<file path="config.mk">
export PLATFORM = sky130hd
export DESIGN_NAME = bcc_ctrl
export DESIGN_NICKNAME = d
export VERILOG_FILES = /design/src/bcc_pkg.sv /design/src/bcc_ctrl.sv
export SDC_FILE = /design/constraint.sdc
export NUM_CORES = 1
export LEC_CHECK = 0
export BUFFER_PORTS_ARGS = -buffer_cell sky130_fd_sc_hd__buf_4
export CAP_MARGIN = 20
export CORE_AREA = 5 5 42 44
export DETAILED_ROUTE_END_ITERATION = 7
export DIE_AREA = 0 0 47 49
export PLACE_DENSITY = 0.52
export SETUP_SLACK_MARGIN = 0.5
export SLEW_MARGIN = 20
export SYNTH_ARGS = -nofsm -noshare
export SYNTH_HDL_FRONTEND = slang
export SYNTH_SLANG_ARGS = --single-unit
</file>
<file path="constraint.sdc">
create_clock -name clk -period 1.9 [get_ports clk]
set_input_delay 0.38 -clock clk [delete_from_list [all_inputs] [get_ports clk]]
set_output_delay 0.38 -clock clk [all_outputs]
set_load 0.05 [all_outputs]
</file>
<file path="src/bcc_pkg.sv">
// ----------------------------------------------------------------------------
// bcc_pkg: baseline cross correlator shared definitions
// sizes, register indexes, status codes, payload and controller types
// ----------------------------------------------------------------------------
`default_nettype none

package bcc_pkg;

  // store geometry
  localparam int ANT_MAX     = 16;
  localparam int POL_MAX     = 2;
  localparam int STEP_MAX    = 64;
  localparam int CHAN_MAX    = 16;
  localparam int SAMPLE_BITS = 8;

  localparam int ANT_BITS   = $clog2(ANT_MAX);
  localparam int POL_BITS   = $clog2(POL_MAX);
  localparam int STEP_BITS  = $clog2(STEP_MAX);
  localparam int CHAN_BITS  = $clog2(CHAN_MAX);
  localparam int ADDR_BITS  = CHAN_BITS + ANT_BITS + POL_BITS + STEP_BITS;
  localparam int STORE_DEPTH = CHAN_MAX * ANT_MAX * POL_MAX * STEP_MAX;

  // register widths
  localparam int ANT_CNT_BITS  = 5;
  localparam int POL_CNT_BITS  = 2;
  localparam int STEP_CNT_BITS = 7;
  localparam int CHAN_CNT_BITS = 5;
  localparam int GRP_BITS      = 5;
  localparam int NORM_BITS     = 32;

  localparam int CFG_INDEX_BITS = 3;
  localparam int CFG_DATA_BITS  = 32;

  // payload widths
  localparam int BL_BITS   = 8;
  localparam int VIS_BITS  = 36;
  localparam int FRAC_BITS = 24;

  // datapath widths
  localparam int PROD_BITS  = 2 * SAMPLE_BITS + 1;
  localparam int ACC_BITS   = PROD_BITS + $clog2(STEP_MAX * CHAN_MAX) + 1;
  localparam int SCALE_BITS = ACC_BITS + NORM_BITS;

  typedef enum logic [CFG_INDEX_BITS-1:0] {
    REG_ANTENNA_COUNT = 3'd0,
    REG_POL_COUNT     = 3'd1,
    REG_STEP_COUNT    = 3'd2,
    REG_CHANNEL_COUNT = 3'd3,
    REG_AVG_GROUP     = 3'd4,
    REG_NORM_RECIP    = 3'd5
  } reg_index_t;

  typedef enum logic [1:0] {
    STATUS_OK    = 2'd0,
    STATUS_RANGE = 2'd1,
    STATUS_AVG   = 2'd2
  } status_t;

  typedef enum logic {
    FUNC_LOAD      = 1'b0,
    FUNC_CORRELATE = 1'b1
  } func_t;

  typedef struct packed {
    func_t                         func;
    logic [3:0]                    chan_index;
    logic [3:0]                    ant_index;
    logic                          pol_index;
    logic [5:0]                    step_index;
    logic signed [SAMPLE_BITS-1:0] sample_re;
    logic signed [SAMPLE_BITS-1:0] sample_im;
    logic [BL_BITS-1:0]            baseline_index;
    logic                          pol_first;
    logic                          pol_second;
    logic [3:0]                    out_chan;
  } req_t;

  typedef struct packed {
    logic signed [VIS_BITS-1:0] vis_re;
    logic signed [VIS_BITS-1:0] vis_im;
    logic [3:0]                 ant_first;
    logic [3:0]                 ant_second;
    status_t                    status;
  } result_t;

  typedef enum logic [2:0] {
    ST_IDLE,
    ST_EVAL,
    ST_READ,
    ST_DRAIN,
    ST_MAG,
    ST_MUL,
    ST_SAT
  } state_t;

  typedef struct packed {
    logic write;
    logic latch;
    logic read;
    logic mag;
    logic mul;
    logic load_result;
  } ctrl_cmd_t;

  typedef struct packed {
    logic err;
    logic zero_steps;
    logic last_read;
    logic pipe_empty;
  } ctrl_stat_t;

endpackage

`default_nettype wire

</file>
<file path="src/bcc_ctrl.sv">
// ----------------------------------------------------------------------------
// bcc_ctrl: baseline cross correlator controller
// sequences evaluation, the read loop, drain, scaling and result strobe
// ----------------------------------------------------------------------------
`default_nettype none

module bcc_ctrl (
  input  logic                clk,
  input  logic                rst,
  input  logic                start,
  input  bcc_pkg::func_t      func,
  input  bcc_pkg::ctrl_stat_t stat,
  output bcc_pkg::ctrl_cmd_t  cmd,
  output logic                busy,
  output logic                done
);
  import bcc_pkg::*;

  state_t state, state_next;
  logic   done_next;

  always_ff @(posedge clk) begin
    if (rst) begin
      state <= ST_IDLE;
      done  <= 1'b0;
    end else begin
      state <= state_next;
      done  <= done_next;
    end
  end

  always_comb begin
    state_next = state;
    done_next  = 1'b0;
    cmd        = '0;
    case (state)
      ST_IDLE: begin
        if (start) begin
          if (func == FUNC_CORRELATE) begin
            cmd.latch  = 1'b1;
            state_next = ST_EVAL;
          end else begin
            cmd.write = 1'b1;
          end
        end
      end
      ST_EVAL: begin
        if (stat.err) begin
          cmd.load_result = 1'b1;
          done_next       = 1'b1;
          state_next      = ST_IDLE;
        end else if (stat.zero_steps) begin
          state_next = ST_MAG;
        end else begin
          state_next = ST_READ;
        end
      end
      ST_READ: begin
        cmd.read = 1'b1;
        if (stat.last_read) begin
          state_next = ST_DRAIN;
        end
      end
      ST_DRAIN: begin
        if (stat.pipe_empty) begin
          state_next = ST_MAG;
        end
      end
      ST_MAG: begin
        cmd.mag    = 1'b1;
        state_next = ST_MUL;
      end
      ST_MUL: begin
        cmd.mul    = 1'b1;
        state_next = ST_SAT;
      end
      ST_SAT: begin
        cmd.load_result = 1'b1;
        done_next       = 1'b1;
        state_next      = ST_IDLE;
      end
      default: begin
        state_next = ST_IDLE;
      end
    endcase
  end

  assign busy = (state != ST_IDLE);

endmodule

`default_nettype wire

</file>
# After elaboration in Yosys (flattened, before gate mapping)
# Cells that the tools add are included.
# Widths: inputs -> output; s select.
# classes
add_sub_neg	0
n_mul	0
n_div	0
magnitude_cmp	0
eq_ne	10
shifts	0
mux	16
bitwise	0
n_reduce_logical	3
# ops
op	count
$mux 3	6
$pmux 3 s6	1
$eq 3x3->1 const B	3
$ne 2x2->1 const B	4
$eq 3x2->1 const B	2
$mux 1	6
$mux 2	2
$reduce_and 4->1	1
$eq 3x1->1 const B	1
$logic_not 3->1	1
$reduce_bool 3->1	1
$pmux 1 s2	1
# word_totals
ff_bits	4
latchBits	0
ramBits	0
rom_bits	0
inputBits	8
out_inout_bits	8
elab_cells	31
mem_count	0

# Depth between registers and ports, before layout
# Gate-level depths: netlist (run 1).
# depth
ltp_word	3
ltp_mapped	4
ltp_nobuf	3

# Worst setup path before layout (run 1)
# No wires, ideal clock.
# synth_timing
kind	register -> output
startpoint	register state[0]
endpoint	output port cmd[5] (netlist name)
t_arrival_ps	2061
required_ps	1520
slack_ps	-541
stages_incl_launch_ff	4
n_path_buf	0
cell_sequence	dfxtp_1 > nor3_1 > inv_1 > nor3b_1
# synth_lines
item	line_no	source
start: declaration	bcc_ctrl.sv:19	state_t state, state_next;
start signal: assignment	bcc_ctrl.sv:27	state <= state_next;
end: declaration	bcc_ctrl.sv:13	output bcc_pkg::ctrl_cmd_t cmd,

==> metrics.md, run 1 <==
| Metric | Value |
|---|---|
| Status | `complete, no violations` |
| Worst setup path start | `state[0]` |
| CTS Hold Bufs | `0` |
| Initial antenna violation count | `0` |
| Max Slew Vio Count | `0` |
| Final Core Density | `37.59%` |
| CP bufs+invs | `2` |
| Comb power frac | `31.7%` |
| Yosys reg bits | `4` |
| Clock power frac | `37.6%` |
| HP Class | `input port to register` |
| CTS tree | `built` |
| Vias in the first global route | `317` |
| Clock transition at the registers of the reported paths | `40 ps` |
| Switch share | `30.23%` |
| Cell count after synthesis | `33` |
| 1st-pass router iterations | `2` |
| RSZ-0062 raised after global routing | `true` |
| Die H | `~49 um` |
| Per-cell routed wire length | `11.24 um` |
| Share of layout cells above drive strength 1 | `69.09%` |
| Die ar. | `2303 um2` |
| CP delay by family, top | `simple AND/OR/NAND/NOR gates` |
| Largest cells by area after synthesis | `dfxtp_1 32%, nand2_1 6.1%, nor2_1 6.1%, or4b_4 5.6%, nor2b_1 5.1%` |
| Post-layout nets | `65` |
| Total GRT Usage | `7.741%` |
| Crit path required time | `between 1500 and 2000 ps` |
| Vias per Instance | `4.268` |
| Switch Pwr | `about 0.087 mW` |
| Deepest clock path buffer count | `2` |
| Fin. Hold Viols | `0` |
| Critical Path AT | `about 1400 ps` |
| IO Count | `16` |
| Mapped Nets | `41` |
| Clock root cell | `clkbuf_4` |
| WL final | `around 800 um` |
| Syn_area_per_cell | `7.469 um2` |
| Ys flop type | `dfxtp_1` |
| Hold slack | `324.9 ps` |
| Hold Crit Start | `rst` |
| H-tree depth | `1` |
| CTS Buf Count | `3` |
| Worst vdd ir | `0.1567 mV` |
| Rows | `14` |
| GRT overflow | `0` |
| GPL Wtd Cong | `around 0.83` |
| Slew Limit Headroom | `82.08%` |
| FFs w/ async S/R, synth | `0%` |
| Skew final | `6.080 ps` |
| Fin crit share | `between 90% and 100%` |
| Largest net degree at the start of global routing | `8` |
| Setup Viol. Count Final | `0` |
| CP peak stage delay | `500 ps` |
| Share of the synthesized area in the top cell type | `32.49%` |
| Post-synth EDFFs | `0` |
| Worst path slowest cell | `or4b_4` |
| Max-cap viol count | `0` |
| Setup TNS | `0 ps` |
| Leakage power | `0.2268 nW` |
| Final Critical Period | `1745 ps` |
| Sink Count | `4` |
| Crit. End Element | `output pin` |
| CP Class | `register to output pin` |
| Seq pwr share | `a little under a third` |
| Commonest cells in the netlist | `4 x dfxtp_1, 4 x nand2_1, 4 x nor2_1` |
| DR iter-0 viols | `3` |
| DP HPWL | `593 um` |
| Post-synth cell types | `21` |
| Cell Pwr Density | `544.8 nW/um2` |
| # port buffers | `15` |
| Pin slew with the least headroom to its limit | `about 270 ps` |
| Reg2reg start | `state[0]` |
| Width of the die | `roughly 47 um` |
| Cell taking the most area after synthesis | `dfxtp_1` |
| Max frequency | `573.1 MHz` |
| Critical Path, Cell by Cell | `inv_2, or4b_4, nand2_4, buf_8` |
| Int Power | `between 0.2 and 0.25 mW` |
| First-pass GRT wire length | `1.255 mm` |
| Synthesized area | `246.5 um2` |
| Area growth from synthesis to layout | `113.7%` |
| Critical Path Start Type | `register` |
| Crit path max fanout | `4` |
| Post-synthesis sequential area ratio | `32.49%` |
| Initial Util | `approximately 18%` |
| Clk_lat worst skew | `240 ps` |
| Via Count | `303` |
| Number of synthesis warnings | `0` |
| Antenna diode count | `0` |
| DRC | `0` |
| Core area | `~1400 um2` |
| Post-DRT Antenna Nets | `0` |
==> per-layer routing <==
metal | vias to the layer above | share of wire [%] | wire [um] | track usage (%)
met3 | 0 | 5.4 | 43 | 0.3690
met2 | 7 | 57 | 457 | 12.67
li1 | 160 | - | - | -
met1 | 136 | 37 | 298 | 7.675
met5 | - | 0 | 0 | 0
met4 | 0 | 0 | 0 | 8.295
==> kinds of logic (layout without fill, tap and decap cells) <==
group	Yosys count	in the layout	synth area share, %
AOI/OAI and AO/OA	7	7	18.78
DFF	4	4	32.49
buffers and inverters	3	25	6.090
and+or+nand+nor	19	19	42.64
==> through the flow <==
step                      total power, mW  setup slack [ps]  instances  instance area (um2)
after global placement             0.1672             283.3         63                411.6
after detailed placement           0.1676             266.5         63                411.6
after floorplan                    0.1413             265.9         33                290.3
after global routing               0.2984             118.4         71                526.8
after CTS                          0.2908             143.4         71                519.2
final                              0.2870             155.1         71                526.8
==> power by group through the flow <==
| stage | clock, mW | sequential, mW | combinational, mW |
|---|---|---|---|
| finish | 0.108 | 0.0881 | 0.0909 |
| global route | 0.114 | 0.0885 | 0.0959 |
| CTS | 0.112 | 0.0880 | 0.0906 |
| detailed placement | 0 | 0.0927 | 0.0748 |
| global placement | 0 | 0.0925 | 0.0747 |
| floorplan | 0 | 0.0933 | 0.0481 |
==> path summary, 6_finish.rpt <==
kind / endpoint / slack [ps] / depth (start not counted)
worst max register to register: state[1] / 610 / 6
worst min register to register: state[0] / 610 / 2
worst max-delay path: cmd[0] / 160 / 4
worst min-delay path: state[0] / 320 / 2
==> flip-flops by register name, summed over array words and instances, names as in the netlist <==
| signal | count |
|---|---|
| done | 1 |
| state | 3 |
==> timing repair <==
action,4_1_cts,5_1_grt
setup endpoints to repair,7,8
hold endpoints to repair,0,0
pin swaps,4,2
buffers inserted,5,0
gates resized for setup,13,3
==> cells in the final DEF, fill, tap and decap left out <==
master / synthesis / final
o211ai_1: 1 / 1
nand2_1: 4 / 3
nand2b_4: 0 / 1
a21oi_1: 2 / 2
nor3b_4: 0 / 1
nor2_4: 0 / 1
a221oi_1: 1 / 1
nand2_4: 0 / 1
nor2_1: 4 / 1
nor2b_1: 2 / 1
a31oi_1: 1 / 1
nand3_1: 2 / 2
inv_2: 1 / 1
dfxtp_4: 0 / 2
bufinv_8: 0 / 1
dfxtp_2: 0 / 1
and2_1: 1 / 1
o21ai_1: 0 / 1
nor2_2: 0 / 2
nor3_2: 0 / 1
nor2b_2: 0 / 1
nand3b_1: 1 / 1
a21oi_2: 1 / 1
buf_6: 0 / 5
buf_8: 0 / 1
or4b_4: 1 / 1
clkbuf_4: 0 / 3
buf_4: 1 / 14
or3_1: 1 / 1
dfxtp_1: 4 / 1
==> area by class of cell <==
cell class                 count  area (um2)
fill                         147       874.6
tap                           16       20.02
sequential                     4       88.84
clock buffer                   3       22.52
inverter                       2       21.27
timing repair buffer          20       176.4
multi-input combinational     26       197.7
==> worst register-to-register path: stages (launching register included) <==
cell      delay, ps
dfxtp_4         360
buf_4           110
buf_6           100
buf_4           110
nor2b_2         140
o21ai_1          80
a221oi_1        280
Note: power is estimated with default switching activity, not from simulation.
==> run 2: changes to the inputs <==
--- a/config.mk
+++ b/config.mk
@@ -10,7 +10,7 @@
 export CORE_AREA = 5 5 42 44
 export DETAILED_ROUTE_END_ITERATION = 7
 export DIE_AREA = 0 0 47 49
-export PLACE_DENSITY = 0.52
+export PLACE_DENSITY = 0.53
 export SETUP_SLACK_MARGIN = 0.5
 export SLEW_MARGIN = 20
 export SYNTH_ARGS = -nofsm -noshare
==> constraint.sdc (replaced) <==
create_clock -name clk -period 1.5 [get_ports clk]
set_input_delay 0.3 -clock clk [delete_from_list [all_inputs] [get_ports clk]]
set_output_delay 0.3 -clock clk [all_outputs]
set_load 0.05 [all_outputs]
==> run 2 against run 1 <==
Combinational power up 50%. Global-route usage rose by 0.77 points. Design area up 18%. Die area unchanged. Highest routed layer is now met4. Critical path type unchanged. The run now ends with setup timing left.
==> metrics.md, run 2 (synthesized netlist as in run 1, its figures left out) <==
| Metric | Value |
|---|---|
| Status | `finished with violations` |
| Failing checks | `setup timing` |
| Sink Count | `4` |
| CTS Buf Count | `3` |
| First-pass GRT wire length | `1.435 mm` |
| Clock root cell | `clkbuf_4` |
| H-tree depth | `1` |
| Crit. End Element | `output pin` |
| Switch share | `29.31%` |
| Share of layout cells above drive strength 1 | `roughly 78%` |
| IO Count | `16` |
| Width of the die | `47 um` |
| Reg2reg start | `state[2]` |
| RSZ-0062 raised after global routing | `true` |
| Skew final | `roughly 5.7 ps` |
| Worst vdd ir | `approximately 0.27 mV` |
| # port buffers | `15` |
| Cell Pwr Density | `slightly above 600 nW/um2` |
| Max Slew Vio Count | `0` |
| Flop2flop setup slack | `between 200 and 300 ps` |
| Initial Util | `17.59%` |
| Max-cap viol count | `0` |
| Deepest clock path buffer count | `2` |
| Initial antenna violation count | `0` |
| Int Power | `0.2666 mW` |
| Area growth from synthesis to layout | `151.8%` |
| Critical Path Start Type | `register` |
| Seq pwr share | `29.4%` |
| Via Count | `339` |
| Hold Crit Start | `rst` |
| FF-to-FF path depth | `3` |
| GRT overflow | `0` |
| Total GRT Usage | `8.515%` |
| Pin slew with the least headroom to its limit | `about 220 ps` |
| HP Class | `input port to register` |
| Die H | `49 um` |
| DRC | `0` |
| Hold slack | `246.5 ps` |
| Clk_lat worst skew | `around 230 ps` |
| CP peak stage delay | `550 ps` |
| Slew Limit Headroom | `85.60%` |
| DP HPWL | `roughly 600 um` |
| Top flop regs | `state: 3 flops, done: 1 flops` |
| CP bufs+invs | `1` |
| Final Critical Period | `1678 ps` |
| Vias in the first global route | `326` |
| Setup TNS | `-385.6 ps` |
| CP Class | `register to output pin` |
| Leakage power | `between 0.2 and 0.3 nW` |
| Per-cell routed wire length | `between 10 and 15 um` |
| Crit path required time | `1200 ps` |
| CTS Hold Bufs | `0` |
| Fin. Hold Viols | `0` |
| Worst path slowest cell | `or4b_4` |
| Commonest non-fill, non-tap cell in the layout | `buf_4` |
| Antenna diode count | `0` |
| Die ar. | `2303 um2` |
| Post-DRT Antenna Nets | `0` |
| Max frequency | `596.0 MHz` |
| Largest net degree at the start of global routing | `8` |
| Setup Viol. Count Final | `4` |
| Setup ws final | `-177.9 ps` |
| Fin crit share | `111.9%` |
| Final Core Density | `44.29%` |
| DR iter-0 viols | `4` |
| CTS tree | `built` |
| Worst slack, placed | `34.31 ps` |
| CP delay by family, top | `simple AND/OR/NAND/NOR gates` |
| WHS Endpoint | `done` |
| Clock power frac | `34.6%` |
| Worst r2r dst | `done` |
| Clock transition at the registers of the reported paths | `40 ps` |
| WL final | `880 um` |
| Filler instances | `149` |
| Comb power frac | `36.1%` |
| Max reg flops | `3` |
| Vias per Instance | `4.520` |
| Final Power | `roughly 0.38 mW` |
| Post-layout nets | `69` |
| Biggest register | `state` |
| Worst Hold Depth | `2` |
| Switch Pwr | `0.1106 mW` |
| Core area | `roughly 1400 um2` |
| 1st-pass router iterations | `4` |
| Commonest non-fill, non-tap cells in the layout | `11 x buf_4, 8 x buf_6, 5 x buf_8, 3 x clkbuf_4, 3 x dfxtp_4` |
| Critical Path, Cell by Cell | `or4b_4, nand2_2, buf_8` |
| Crit path max fanout | `4` |
| Rows | `14` |
| Critical Path AT | `1380 ps` |
| GPL Wtd Cong | `0.6927` |
## run 2: changes by cell type in the layout (fill, tap and decap cells not counted), sizes merged
cell / before / now
buf: 20 / 24
## run 2: worst max path at each step
stage | from | to | slack [ps] | depth (start not counted)
6_report | state[2] | cmd[0] | -180 | 3
5_1_grt | state[0] | cmd[0] | -210 | 4
2_1_floorplan | state[1] | cmd[5] | -50 | 3
3_5_place_dp | state[1] | cmd[5] | 30 | 4
3_3_place_gp | state[1] | cmd[5] | 40 | 4
4_1_cts | state[0] | cmd[0] | -160 | 4
## run 2: metrics by stage
stage               area, um2  cells
floorplan               300.3     33
global placement        451.7     67
detailed placement      451.7     67
CTS                     576.8     73
global route            620.6     75
finish                  620.6     75
## run 2: layout make-up
type                       count  area (um2)  area share (%)
sequential                     4       92.59           14.92
tap                           16       20.02           3.226
clock buffer                   3       22.52           3.629
timing repair buffer          24       247.7           39.92
inverter                       2       21.27           3.427
multi-input combinational     26       216.5           34.88
## run 2: timing repair
action                                  4_1_cts  5_1_grt
pin swaps                                     5        7
resized for setup                            22        9
endpoints found under the hold margin         0        0
setup buffers                                 3        2
endpoints found under the setup margin       12       12
## run 2: power by group through the flow
| stage | combinational, mW | sequential (mW) | clock, mW |
|---|---|---|---|
| after global routing | 0.145 | 0.111 | 0.144 |
| after CTS | 0.126 | 0.115 | 0.136 |
| after detailed placement | 0.105 | 0.115 | 0 |
| final | 0.136 | 0.111 | 0.130 |
| after global placement | 0.105 | 0.115 | 0 |
| after floorplan | 0.0621 | 0.118 | 0 |
## run 2: per-layer routing
metal	up-vias	wire length, um	GRT usage [%]
li1	171	-	-
met1	152	319	9.211
met2	14	482	14.03
met3	2	69	2.952
met4	0	10	4.147
met5	-	0	0
